[src/hw/rtl/mlbc_pkg.sv]
`timescale 1ns / 1ps
`default_nettype none
// ----------------------------------------------------------------------------
// mlbc_pkg: shared types and constants of the LED blink controller
// Per-LED entry layout, result layout, command codes and the control and
// status bundles passed between sequencer and datapath.
// ----------------------------------------------------------------------------
package mlbc_pkg;

	// stream widths (payload padded to whole bytes)
	localparam int IN_W  = 40;
	localparam int OUT_W = 8;

	// command codes
	localparam logic [2:0] FN_ON      = 3'd0;
	localparam logic [2:0] FN_OFF     = 3'd1;
	localparam logic [2:0] FN_BLINK   = 3'd2;
	localparam logic [2:0] FN_TICK    = 3'd3;
	localparam logic [2:0] FN_SERVICE = 3'd4;

	// configuration register indexes
	localparam logic CFG_ON_LEVEL    = 1'b0;
	localparam logic CFG_ENABLE_MASK = 1'b1;

	// toggle counts at or above this value never run down
	localparam logic [8:0]  FOREVER_COUNT = 9'd510;
	localparam logic [15:0] TIME_MAX      = 16'hFFFF;
	// results reported by one service pass at most
	localparam logic [3:0]  MAX_RESULTS   = 4'd8;
	// LEDs that can be enabled through the mask
	localparam int          MASK_BITS     = 8;

	// per-LED state held in the entry memory
	typedef struct packed {
		logic        blink;
		logic [8:0]  toggles;
		logic        lit;
		logic [15:0] elapsed;
		logic [15:0] half;
	} entry_t;

	// one result, without the last flag
	typedef struct packed {
		logic       blinking;
		logic       drive;
		logic       pin_level;
		logic [2:0] led_index;
	} result_t;

	// sequencer to datapath
	typedef struct packed {
		logic       capture;
		logic       rd;
		logic       exec;
		logic       flush;
		logic       skip;
		logic [2:0] op;
	} cmd_t;

	// datapath to sequencer
	typedef struct packed {
		logic emit;
		logic busy;
	} stat_t;

endpackage : mlbc_pkg
`default_nettype wire

[src/hw/rtl/multi_led_blink_controller_core.sv]
`timescale 1ns / 1ps
`default_nettype none
// ----------------------------------------------------------------------------
// multi_led_blink_controller_core: bank of LED drivers with blink sequencing
// On/off/blink commands per LED, a tick that advances every LED timer and a
// service pass that toggles the LEDs whose half period has run out.
//
//   Channel   Dir  Handshake                      Content
//   s_axis    in   s_axis_tvalid/s_axis_tready    one command
//   m_axis    out  m_axis_tvalid/m_axis_tready    one LED report, tlast ends it
//   cfg       in   cfg_we                         on_level, enable_mask
//
// On, off and blink pass through accept, entry read, update and flush.
// Tick and service accept, then give each LED entry a memory read step and
// an update step on the single-port entry memory, then flush.
// One command is in flight at a time; an update step with a new report, and
// the flush, wait while both the held report and the output register are full.
// Reset clears all LED state at once.
// ----------------------------------------------------------------------------
module multi_led_blink_controller_core import mlbc_pkg::*; #(
	parameter int LED_COUNT = 8
) (
	input  wire logic             clk,
	input  wire logic             arst_n,
	input  wire logic             cfg_we,
	input  wire logic             cfg_index,
	input  wire logic [7:0]       cfg_data,
	input  wire logic             s_axis_tvalid,
	output logic                  s_axis_tready,
	// func[2:0], led[5:3], interval[21:6], blink_count[29:22], tick_step[37:30]
	input  wire logic [IN_W-1:0]  s_axis_tdata,
	output logic                  m_axis_tvalid,
	input  wire logic             m_axis_tready,
	// led_index[2:0], pin_level[3], drive[4], blinking[5]
	output logic [OUT_W-1:0]      m_axis_tdata,
	output logic                  m_axis_tlast
);

	localparam int AW = (LED_COUNT > 1) ? $clog2(LED_COUNT) : 1;

	cmd_t          cmd;
	stat_t         stat;
	logic [AW-1:0] idx;
	result_t       res;

	mlbc_ctrl #(
		.LED_COUNT(LED_COUNT),
		.AW       (AW)
	) u_ctrl (
		.clk     (clk),
		.arst_n  (arst_n),
		.in_valid(s_axis_tvalid),
		.in_ready(s_axis_tready),
		.func    (s_axis_tdata[2:0]),
		.led     (s_axis_tdata[5:3]),
		.stat    (stat),
		.cmd     (cmd),
		.idx     (idx)
	);

	mlbc_dp #(
		.LED_COUNT(LED_COUNT),
		.AW       (AW)
	) u_dp (
		.clk        (clk),
		.arst_n     (arst_n),
		.cfg_we     (cfg_we),
		.cfg_index  (cfg_index),
		.cfg_data   (cfg_data),
		.led        (s_axis_tdata[5:3]),
		.interval   (s_axis_tdata[21:6]),
		.blink_count(s_axis_tdata[29:22]),
		.tick_step  (s_axis_tdata[37:30]),
		.cmd        (cmd),
		.idx        (idx),
		.stat       (stat),
		.out_valid  (m_axis_tvalid),
		.out_ready  (m_axis_tready),
		.out_data   (res),
		.out_last   (m_axis_tlast)
	);

	// pad the report to a whole byte
	assign m_axis_tdata = {2'b00, res};

endmodule : multi_led_blink_controller_core
`default_nettype wire

[src/hw/rtl/mlbc_ctrl.sv]
`timescale 1ns / 1ps
`default_nettype none
// ----------------------------------------------------------------------------
// mlbc_ctrl: command sequencer
// Takes one transaction at a time, walks the entry memory (one entry for a
// command, every entry for tick and service) and flushes the held result.
// ----------------------------------------------------------------------------
module mlbc_ctrl import mlbc_pkg::*; #(
	parameter int LED_COUNT = 8,
	parameter int AW        = 3
) (
	input  wire logic          clk,
	input  wire logic          arst_n,
	input  wire logic          in_valid,
	output logic               in_ready,
	input  wire logic [2:0]    func,
	input  wire logic [2:0]    led,
	input  wire stat_t         stat,
	output cmd_t               cmd,
	output logic [AW-1:0]      idx
);

	typedef enum logic [1:0] {
		ST_IDLE,
		ST_READ,
		ST_EXEC,
		ST_FLUSH
	} state_t;

	localparam logic [AW-1:0] LAST_IDX = AW'(LED_COUNT - 1);

	state_t        state_q;
	logic [2:0]    func_q;
	logic          skip_q;
	logic [AW-1:0] idx_q;
	logic          led_ok;
	logic          is_sweep;
	logic          exec_go;
	logic          accept;

	assign led_ok   = int'(led) < LED_COUNT;
	assign is_sweep = func_q inside {FN_TICK, FN_SERVICE};
	assign in_ready = (state_q == ST_IDLE);
	assign accept   = in_valid && in_ready;
	// an execute step waits only when it has a result and no room for it
	assign exec_go  = (state_q == ST_EXEC) && !(stat.emit && stat.busy);

	// command decode
	always_comb begin
		cmd         = '0;
		cmd.capture = accept;
		cmd.rd      = (state_q == ST_READ);
		cmd.exec    = exec_go;
		cmd.flush   = (state_q == ST_FLUSH) && !stat.busy;
		cmd.skip    = skip_q;
		cmd.op      = func_q;
	end

	assign idx = idx_q;

	// state and registered outputs
	always_ff @(posedge clk or negedge arst_n) begin
		if (!arst_n) begin
			state_q <= ST_IDLE;
			func_q  <= FN_ON;
			skip_q  <= 1'b0;
			idx_q   <= '0;
		end else begin
			case (state_q)
				ST_IDLE: begin
					if (accept) begin
						func_q <= func;
						skip_q <= 1'b0;
						if (func inside {FN_ON, FN_OFF, FN_BLINK}) begin
							if (led_ok) begin
								idx_q   <= AW'(led);
								state_q <= ST_READ;
							end else begin
								skip_q  <= 1'b1;
								state_q <= ST_EXEC;
							end
						end else if (func inside {FN_TICK, FN_SERVICE}) begin
							idx_q   <= '0;
							state_q <= ST_READ;
						end
					end
				end
				ST_READ: begin
					state_q <= ST_EXEC;
				end
				ST_EXEC: begin
					if (exec_go) begin
						if (is_sweep && idx_q != LAST_IDX) begin
							idx_q   <= idx_q + AW'(1);
							state_q <= ST_READ;
						end else begin
							state_q <= ST_FLUSH;
						end
					end
				end
				ST_FLUSH: begin
					if (!stat.busy) begin
						state_q <= ST_IDLE;
					end
				end
				default: begin
					state_q <= ST_IDLE;
				end
			endcase
		end
	end

endmodule : mlbc_ctrl
`default_nettype wire

[src/hw/rtl/mlbc_dp.sv]
`timescale 1ns / 1ps
`default_nettype none
// ----------------------------------------------------------------------------
// mlbc_dp: LED state datapath
// Entry memory with valid bits, per-entry update logic, configuration
// registers, a held result for last marking and the output register.
// ----------------------------------------------------------------------------
module mlbc_dp import mlbc_pkg::*; #(
	parameter int LED_COUNT = 8,
	parameter int AW        = 3
) (
	input  wire logic          clk,
	input  wire logic          arst_n,
	input  wire logic          cfg_we,
	input  wire logic          cfg_index,
	input  wire logic [7:0]    cfg_data,
	input  wire logic [2:0]    led,
	input  wire logic [15:0]   interval,
	input  wire logic [7:0]    blink_count,
	input  wire logic [7:0]    tick_step,
	input  wire cmd_t          cmd,
	input  wire logic [AW-1:0] idx,
	output stat_t              stat,
	output logic               out_valid,
	input  wire logic          out_ready,
	output result_t            out_data,
	output logic               out_last
);

	// configuration
	logic       on_level_q;
	logic [7:0] enable_mask_q;

	// captured payload
	logic [2:0]  led_q;
	logic [15:0] ivl_q;
	logic [7:0]  cnt_q;
	logic [7:0]  step_q;
	logic [3:0]  res_cnt_q;

	// entry memory
	entry_t                mem [LED_COUNT];
	logic [LED_COUNT-1:0]  vld_q;
	entry_t                rd_q;
	logic                  rd_vld_q;
	entry_t                cur;

	// update logic
	entry_t      nxt;
	result_t     res;
	logic        emit;
	logic        wr;
	logic [6:0]  idx_w;
	logic        en;
	logic [16:0] sum;

	// held result and output register
	logic    pend_q;
	result_t pend_data_q;
	logic    out_valid_q;
	result_t out_data_q;
	logic    out_last_q;
	logic    push;

	// configuration writes
	always_ff @(posedge clk or negedge arst_n) begin
		if (!arst_n) begin
			on_level_q    <= 1'b1;
			enable_mask_q <= '0;
		end else if (cfg_we) begin
			case (cfg_index)
				CFG_ON_LEVEL:    on_level_q    <= cfg_data[0];
				CFG_ENABLE_MASK: enable_mask_q <= cfg_data;
				default: ;
			endcase
		end
	end

	// payload capture
	always_ff @(posedge clk) begin
		if (cmd.capture) begin
			led_q  <= led;
			ivl_q  <= interval;
			cnt_q  <= blink_count;
			step_q <= tick_step;
		end
	end

	// results counted within one transaction
	always_ff @(posedge clk or negedge arst_n) begin
		if (!arst_n) begin
			res_cnt_q <= '0;
		end else if (cmd.capture) begin
			res_cnt_q <= '0;
		end else if (cmd.exec && emit && res_cnt_q != MAX_RESULTS) begin
			res_cnt_q <= res_cnt_q + 4'd1;
		end
	end

	// memory read and write
	always_ff @(posedge clk) begin
		if (cmd.rd) begin
			rd_q <= mem[idx];
		end
		if (cmd.exec && wr) begin
			mem[idx] <= nxt;
		end
	end

	// valid bits: an unwritten entry reads as all zero
	always_ff @(posedge clk or negedge arst_n) begin
		if (!arst_n) begin
			vld_q    <= '0;
			rd_vld_q <= 1'b0;
		end else begin
			if (cmd.rd) begin
				rd_vld_q <= vld_q[idx];
			end
			if (cmd.exec && wr) begin
				vld_q[idx] <= 1'b1;
			end
		end
	end

	assign cur   = rd_vld_q ? rd_q : '0;
	assign idx_w = 7'(idx);
	assign en    = (idx_w < 7'(MASK_BITS)) && enable_mask_q[idx_w[2:0]];
	assign sum   = {1'b0, cur.elapsed} + {9'd0, step_q};

	// per-entry update and result
	always_comb begin
		nxt           = cur;
		res           = '0;
		res.led_index = idx_w[2:0];
		emit          = 1'b0;
		wr            = 1'b0;
		if (cmd.skip) begin
			res.led_index = led_q;
			emit          = 1'b1;
		end else begin
			case (cmd.op)
				FN_ON, FN_OFF: begin
					emit = 1'b1;
					if (en) begin
						wr            = 1'b1;
						nxt.blink     = 1'b0;
						nxt.lit       = (cmd.op == FN_ON);
						res.pin_level = nxt.lit ? on_level_q : ~on_level_q;
						res.drive     = 1'b1;
					end else begin
						res.blinking = cur.blink;
					end
				end
				FN_BLINK: begin
					emit         = 1'b1;
					wr           = 1'b1;
					nxt.blink    = 1'b1;
					nxt.half     = ivl_q;
					nxt.toggles  = {cnt_q, 1'b0};
					nxt.elapsed  = '0;
					res.blinking = 1'b1;
				end
				FN_TICK: begin
					wr          = 1'b1;
					nxt.elapsed = sum[16] ? TIME_MAX : sum[15:0];
				end
				FN_SERVICE: begin
					if (en && cur.blink && cur.elapsed >= cur.half) begin
						wr          = 1'b1;
						nxt.elapsed = '0;
						if (cur.toggles != '0) begin
							if (cur.toggles < FOREVER_COUNT) begin
								nxt.toggles = cur.toggles - 9'd1;
							end
							nxt.lit       = ~cur.lit;
							emit          = (res_cnt_q != MAX_RESULTS);
							res.pin_level = nxt.lit ? on_level_q : ~on_level_q;
							res.drive     = 1'b1;
							res.blinking  = 1'b1;
						end
					end
				end
				default: ;
			endcase
		end
	end

	// a new result or the flush moves the held one to the output register
	assign stat.emit = emit;
	assign stat.busy = pend_q && out_valid_q && !out_ready;
	assign push      = pend_q && ((cmd.exec && emit) || cmd.flush);

	always_ff @(posedge clk or negedge arst_n) begin
		if (!arst_n) begin
			pend_q      <= 1'b0;
			out_valid_q <= 1'b0;
			out_last_q  <= 1'b0;
		end else begin
			if (cmd.exec && emit) begin
				pend_q <= 1'b1;
			end else if (cmd.flush) begin
				pend_q <= 1'b0;
			end
			if (push) begin
				out_valid_q <= 1'b1;
				out_last_q  <= cmd.flush;
			end else if (out_ready) begin
				out_valid_q <= 1'b0;
			end
		end
	end

	always_ff @(posedge clk) begin
		if (cmd.exec && emit) begin
			pend_data_q <= res;
		end
		if (push) begin
			out_data_q <= pend_data_q;
		end
	end

	assign out_valid = out_valid_q;
	assign out_data  = out_data_q;
	assign out_last  = out_last_q;

endmodule : mlbc_dp
`default_nettype wire

[config.mk]
export PLATFORM = sky130hd
export DESIGN_NAME = multi_led_blink_controller_core
export DESIGN_NICKNAME = d
export VERILOG_FILES = /design/src/hw/rtl/mlbc_pkg.sv /design/src/hw/rtl/multi_led_blink_controller_core.sv /design/src/hw/rtl/mlbc_ctrl.sv /design/src/hw/rtl/mlbc_dp.sv
export SDC_FILE = /design/constraint.sdc
export NUM_CORES = 1
export LEC_CHECK = 0
export BUFFER_PORTS_ARGS = -buffer_cell sky130_fd_sc_hd__buf_2
export CAP_MARGIN = 5
export CORE_UTILIZATION = 40
export DETAILED_ROUTE_END_ITERATION = 12
export GPL_ROUTABILITY_DRIVEN = 0
export PLACE_DENSITY = 0.62
export SLEW_MARGIN = 10
export SYNTH_ARGS = -nofsm -noshare
export SYNTH_HDL_FRONTEND = slang
export SYNTH_SLANG_ARGS = --single-unit
[constraint.sdc]
create_clock -name clk -period 14 [get_ports clk]
set_input_delay 1.4 -clock clk [delete_from_list [all_inputs] [get_ports clk]]
set_output_delay 1.4 -clock clk [all_outputs]
set_load 0.01 [all_outputs]
==> metrics <==
Layout area overhead 13.6%; sum of negative setup slack 0 ns; Worst EP required around 14 ns; Top Metal Used met4; maximum fanout along the worst path 43; Hold Path Stages 0; setup repair bufs after CTS 0; R2R depth 11; routed wl met2 21.4 mm; Slew headroom 0.221; number of global-route vias before repair roughly 11k; worst-skew pair later-pin latency 0.56 ns; clk root buf clkbuf_16; number of max-cap violations 0; Setup-failing EPs final 0; fraction of registers with async set/reset 0.0711; Clk pwr share 0.260; gr usage total 0.188; Initial Util 0.406; Sw Share 0.332; Non-Filler Instances 1891; WP data arrival 5.25 ns; end of the critical path u_dp.mem[0][21]; outcome finished, final reports clean; die area around 47000 sq um; crit end category flop; post-synthesis sequential area ratio 0.748; antenna violations before repair 0; Fin Hold WS 0.421 ns; most frequent cells in the layout 431 x edfxtp_1, 173 x a22oi_1, 88 x nand2_1; placed instance count around 1.8k; Main synth FF type edfxtp_1; design area 20900 sq um; switching power 1.53 mW; EDFF count, synth 431; FF+latch count, synth 464; count of different cell masters after synthesis 64; Filler cells 3901; unrepaired setup endpoints after global routing no; Tcrit/Tclk final 0.362; Tightest Hold Check Type reg2reg; first-pass GRT wire length between 60 and 70 mm; DRT Pass-1 Iters 5; PD cells between 200 and 250 nW/um^2; start point of the critical path u_dp.rd_vld_q; Worst Skew 0.0120 ns; DP HPWL roughly 23 mm; Final Hold Vio Count 0; grt ovf 0; H-tree lvl count 2; Critical R2R Launch u_dp.rd_vld_q; final WL 44.0 mm; Internal Power between 3 and 4 mW; CTS Buffer Depth 3; CTS Sinks 464; antenna-violating nets left 0; Vias per Instance between 5 and 6; worst slew pin tran 1.16 ns; Avg Synthesized Cell Area around 15 sq um; hold_buf cts 0; commonest non-fill, non-tap cell in the layout edfxtp_1; nets 1340; CTS resizes 0; clock buffer count from CTS 45; WL/cell between 20 and 25 um; core area 45400 sq um; diode count 0; Port Buf Inserts 60; yosys warns 0; leakage power 6.97 nW; detailed-routed wire length on met3 3.07 mm; Final Critical Period ~5 ns; largest net degree at the start of global routing 46; Seq pwr share 0.457; fin. max-slew vios 0; R2R setup slack 8.93 ns; startpoint types flop; Die X 217 um; DRT iter0 DRCs 1000; TritonCTS clock tree yes; DR vias ~11k; clk slew on worst S/H paths 0.06 ns; f_max 197 MHz; placed instance area just under 20000 sq um; die height 217 um; Post-Syn Area between 15000 and 20000 sq um; Tot Pwr 4.62 mW; DRC Markers 0; worst r2r dst u_dp.mem[0][21]; site row count 78; Comb power frac 0.282; Post-Syn Instances 1196; Crit Path Class reg2reg; num ports 65; M1 WL ~18 mm; IR drop worst, VDD 0.104 mV; ratio of cells with drive above 1 in the final layout 0.144
==> worst min path at each step <==
| stage | start | to | slack [ns] |
|---|---|---|---|
| 6_report | u_dp.pend_data_q[4] | u_dp.out_data[4] | 0.42 |
| 5_1_grt | u_dp.pend_data_q[2] | u_dp.out_data[2] | 0.43 |
| 4_1_cts | u_dp.pend_data_q[4] | u_dp.out_data[4] | 0.42 |
| 3_5_place_dp | u_dp.pend_data_q[2] | u_dp.out_data[2] | 0.41 |
| 3_3_place_gp | u_dp.pend_data_q[0] | u_dp.out_data[0] | 0.40 |
| 2_1_floorplan | u_dp.pend_data_q[0] | u_dp.out_data[0] | 0.40 |
==> worst max-delay path: stages, from the launching register on <==
cell and delay [ns]:
dfrtp_2 0.73, buf_4 0.44, nand2_1 0.23, ha_1 0.36, nand3_1 0.10, a211o_1 0.24, o211ai_1 0.30, a2111o_1 0.55
a311oi_1 0.18, a211o_1 0.59, nor4_2 0.26, buf_4 0.66
==> power groups by stage <==
| stage | combinational [mW] | clock, mW | sequential [mW] |
|---|---|---|---|
| 2_1_floorplan | 0.904 | 0 | 2.07 |
| 3_3_place_gp | 1.26 | 0 | 2.13 |
| 3_5_place_dp | 1.29 | 0 | 2.14 |
| 4_1_cts | 1.30 | 1.22 | 2.11 |
| 5_1_grt | 1.44 | 1.27 | 2.14 |
| 6_report | 1.31 | 1.20 | 2.11 |
==> layout make-up <==
| type | instances | area, sq um | area share |
|---|---|---|---|
| Clock inverter | 19 | 228 | 0.0109 |
| Tap cell | 600 | 751 | 0.0359 |
| Multi-Input combinational cell | 653 | 4430 | 0.212 |
| Sequential cell | 464 | 13800 | 0.658 |
| Clock buffer | 61 | 1240 | 0.0591 |
| Timing Repair Buffer | 81 | 458 | 0.0219 |
| Inverter | 13 | 48.8 | 0.00233 |
==> metal layers <==
layer / vias to the layer above / global-route usage
li1: 4921 / -
met4: 0 / 0.0608
met2: 417 / 0.317
met5: - / 0
met1: 5550 / 0.249
met3: 72 / 0.0298
==> metrics by stage <==
| stage | utilization | setup slack [ns] |
|---|---|---|
| detailed placement | 0.429 | 8.99 |
| floorplan | - | 6.40 |
| global placement | 0.429 | 9.04 |
| finish | 0.461 | 8.93 |
| CTS | 0.461 | 8.98 |
| global route | 0.461 | 8.74 |
==> cells in the mapped netlist (7+ instances only) <==
| master | instances | area share |
|---|---|---|
| clkbuf_1 | 59 | 0.012 |
| nor3_1 | 10 | 0.0027 |
| a22oi_1 | 173 | 0.071 |
| dfrtp_1 | 32 | 0.043 |
| a21o_1 | 9 | 0.0037 |
| inv_1 | 12 | 0.0024 |
| edfxtp_1 | 431 | 0.70 |
| and2_1 | 20 | 0.0068 |
| nor2_1 | 45 | 0.0092 |
| nor2b_1 | 9 | 0.0031 |
| o21ai_0 | 43 | 0.012 |
| o211ai_1 | 8 | 0.0033 |
| a21oi_1 | 29 | 0.0079 |
| o21bai_1 | 7 | 0.0029 |
| nand2_1 | 88 | 0.018 |
| ha_1 | 27 | 0.018 |
| mux2_2 | 12 | 0.0073 |
| nand4_1 | 54 | 0.018 |
| nand3_1 | 17 | 0.0046 |
==> cells by family (layout without fill, tap and decap cells) <==
kind of cell / Yosys count / count (layout) / synth area share
and+or+nand+nor: 273 / 273 / 0.0739
DFF: 464 / 464 / 0.748
muxes: 19 / 19 / 0.0120
adders and majority gates: 30 / 30 / 0.0205
buffers and inverters: 80 / 174 / 0.0175
other: 1 / 2 / 0.000204
xor gates and xnor gates: 10 / 10 / 0.00476
AOI/OAI and AO/OA: 319 / 319 / 0.123
==> state kept, by name, summed over array words and instances, names as in the netlist <==
name                flops
u_dp.mem              344
u_dp.rd_q              43
u_dp.ivl_q             16
u_dp.cnt_q              8
u_dp.enable_mask_q      8
u_dp.step_q             8
u_dp.vld_q              8
u_dp.out_data           6
u_dp.pend_data_q        6
u_dp.res_cnt_q          4
u_ctrl.func_q           3
u_ctrl.idx              3
u_ctrl.state_q          2
u_dp.on_level_q         1
u_dp.out_last           1
u_dp.out_valid          1
u_dp.pend_q             1
u_dp.rd_vld_q           1
Note: power is estimated with default switching activity, not from simulation.
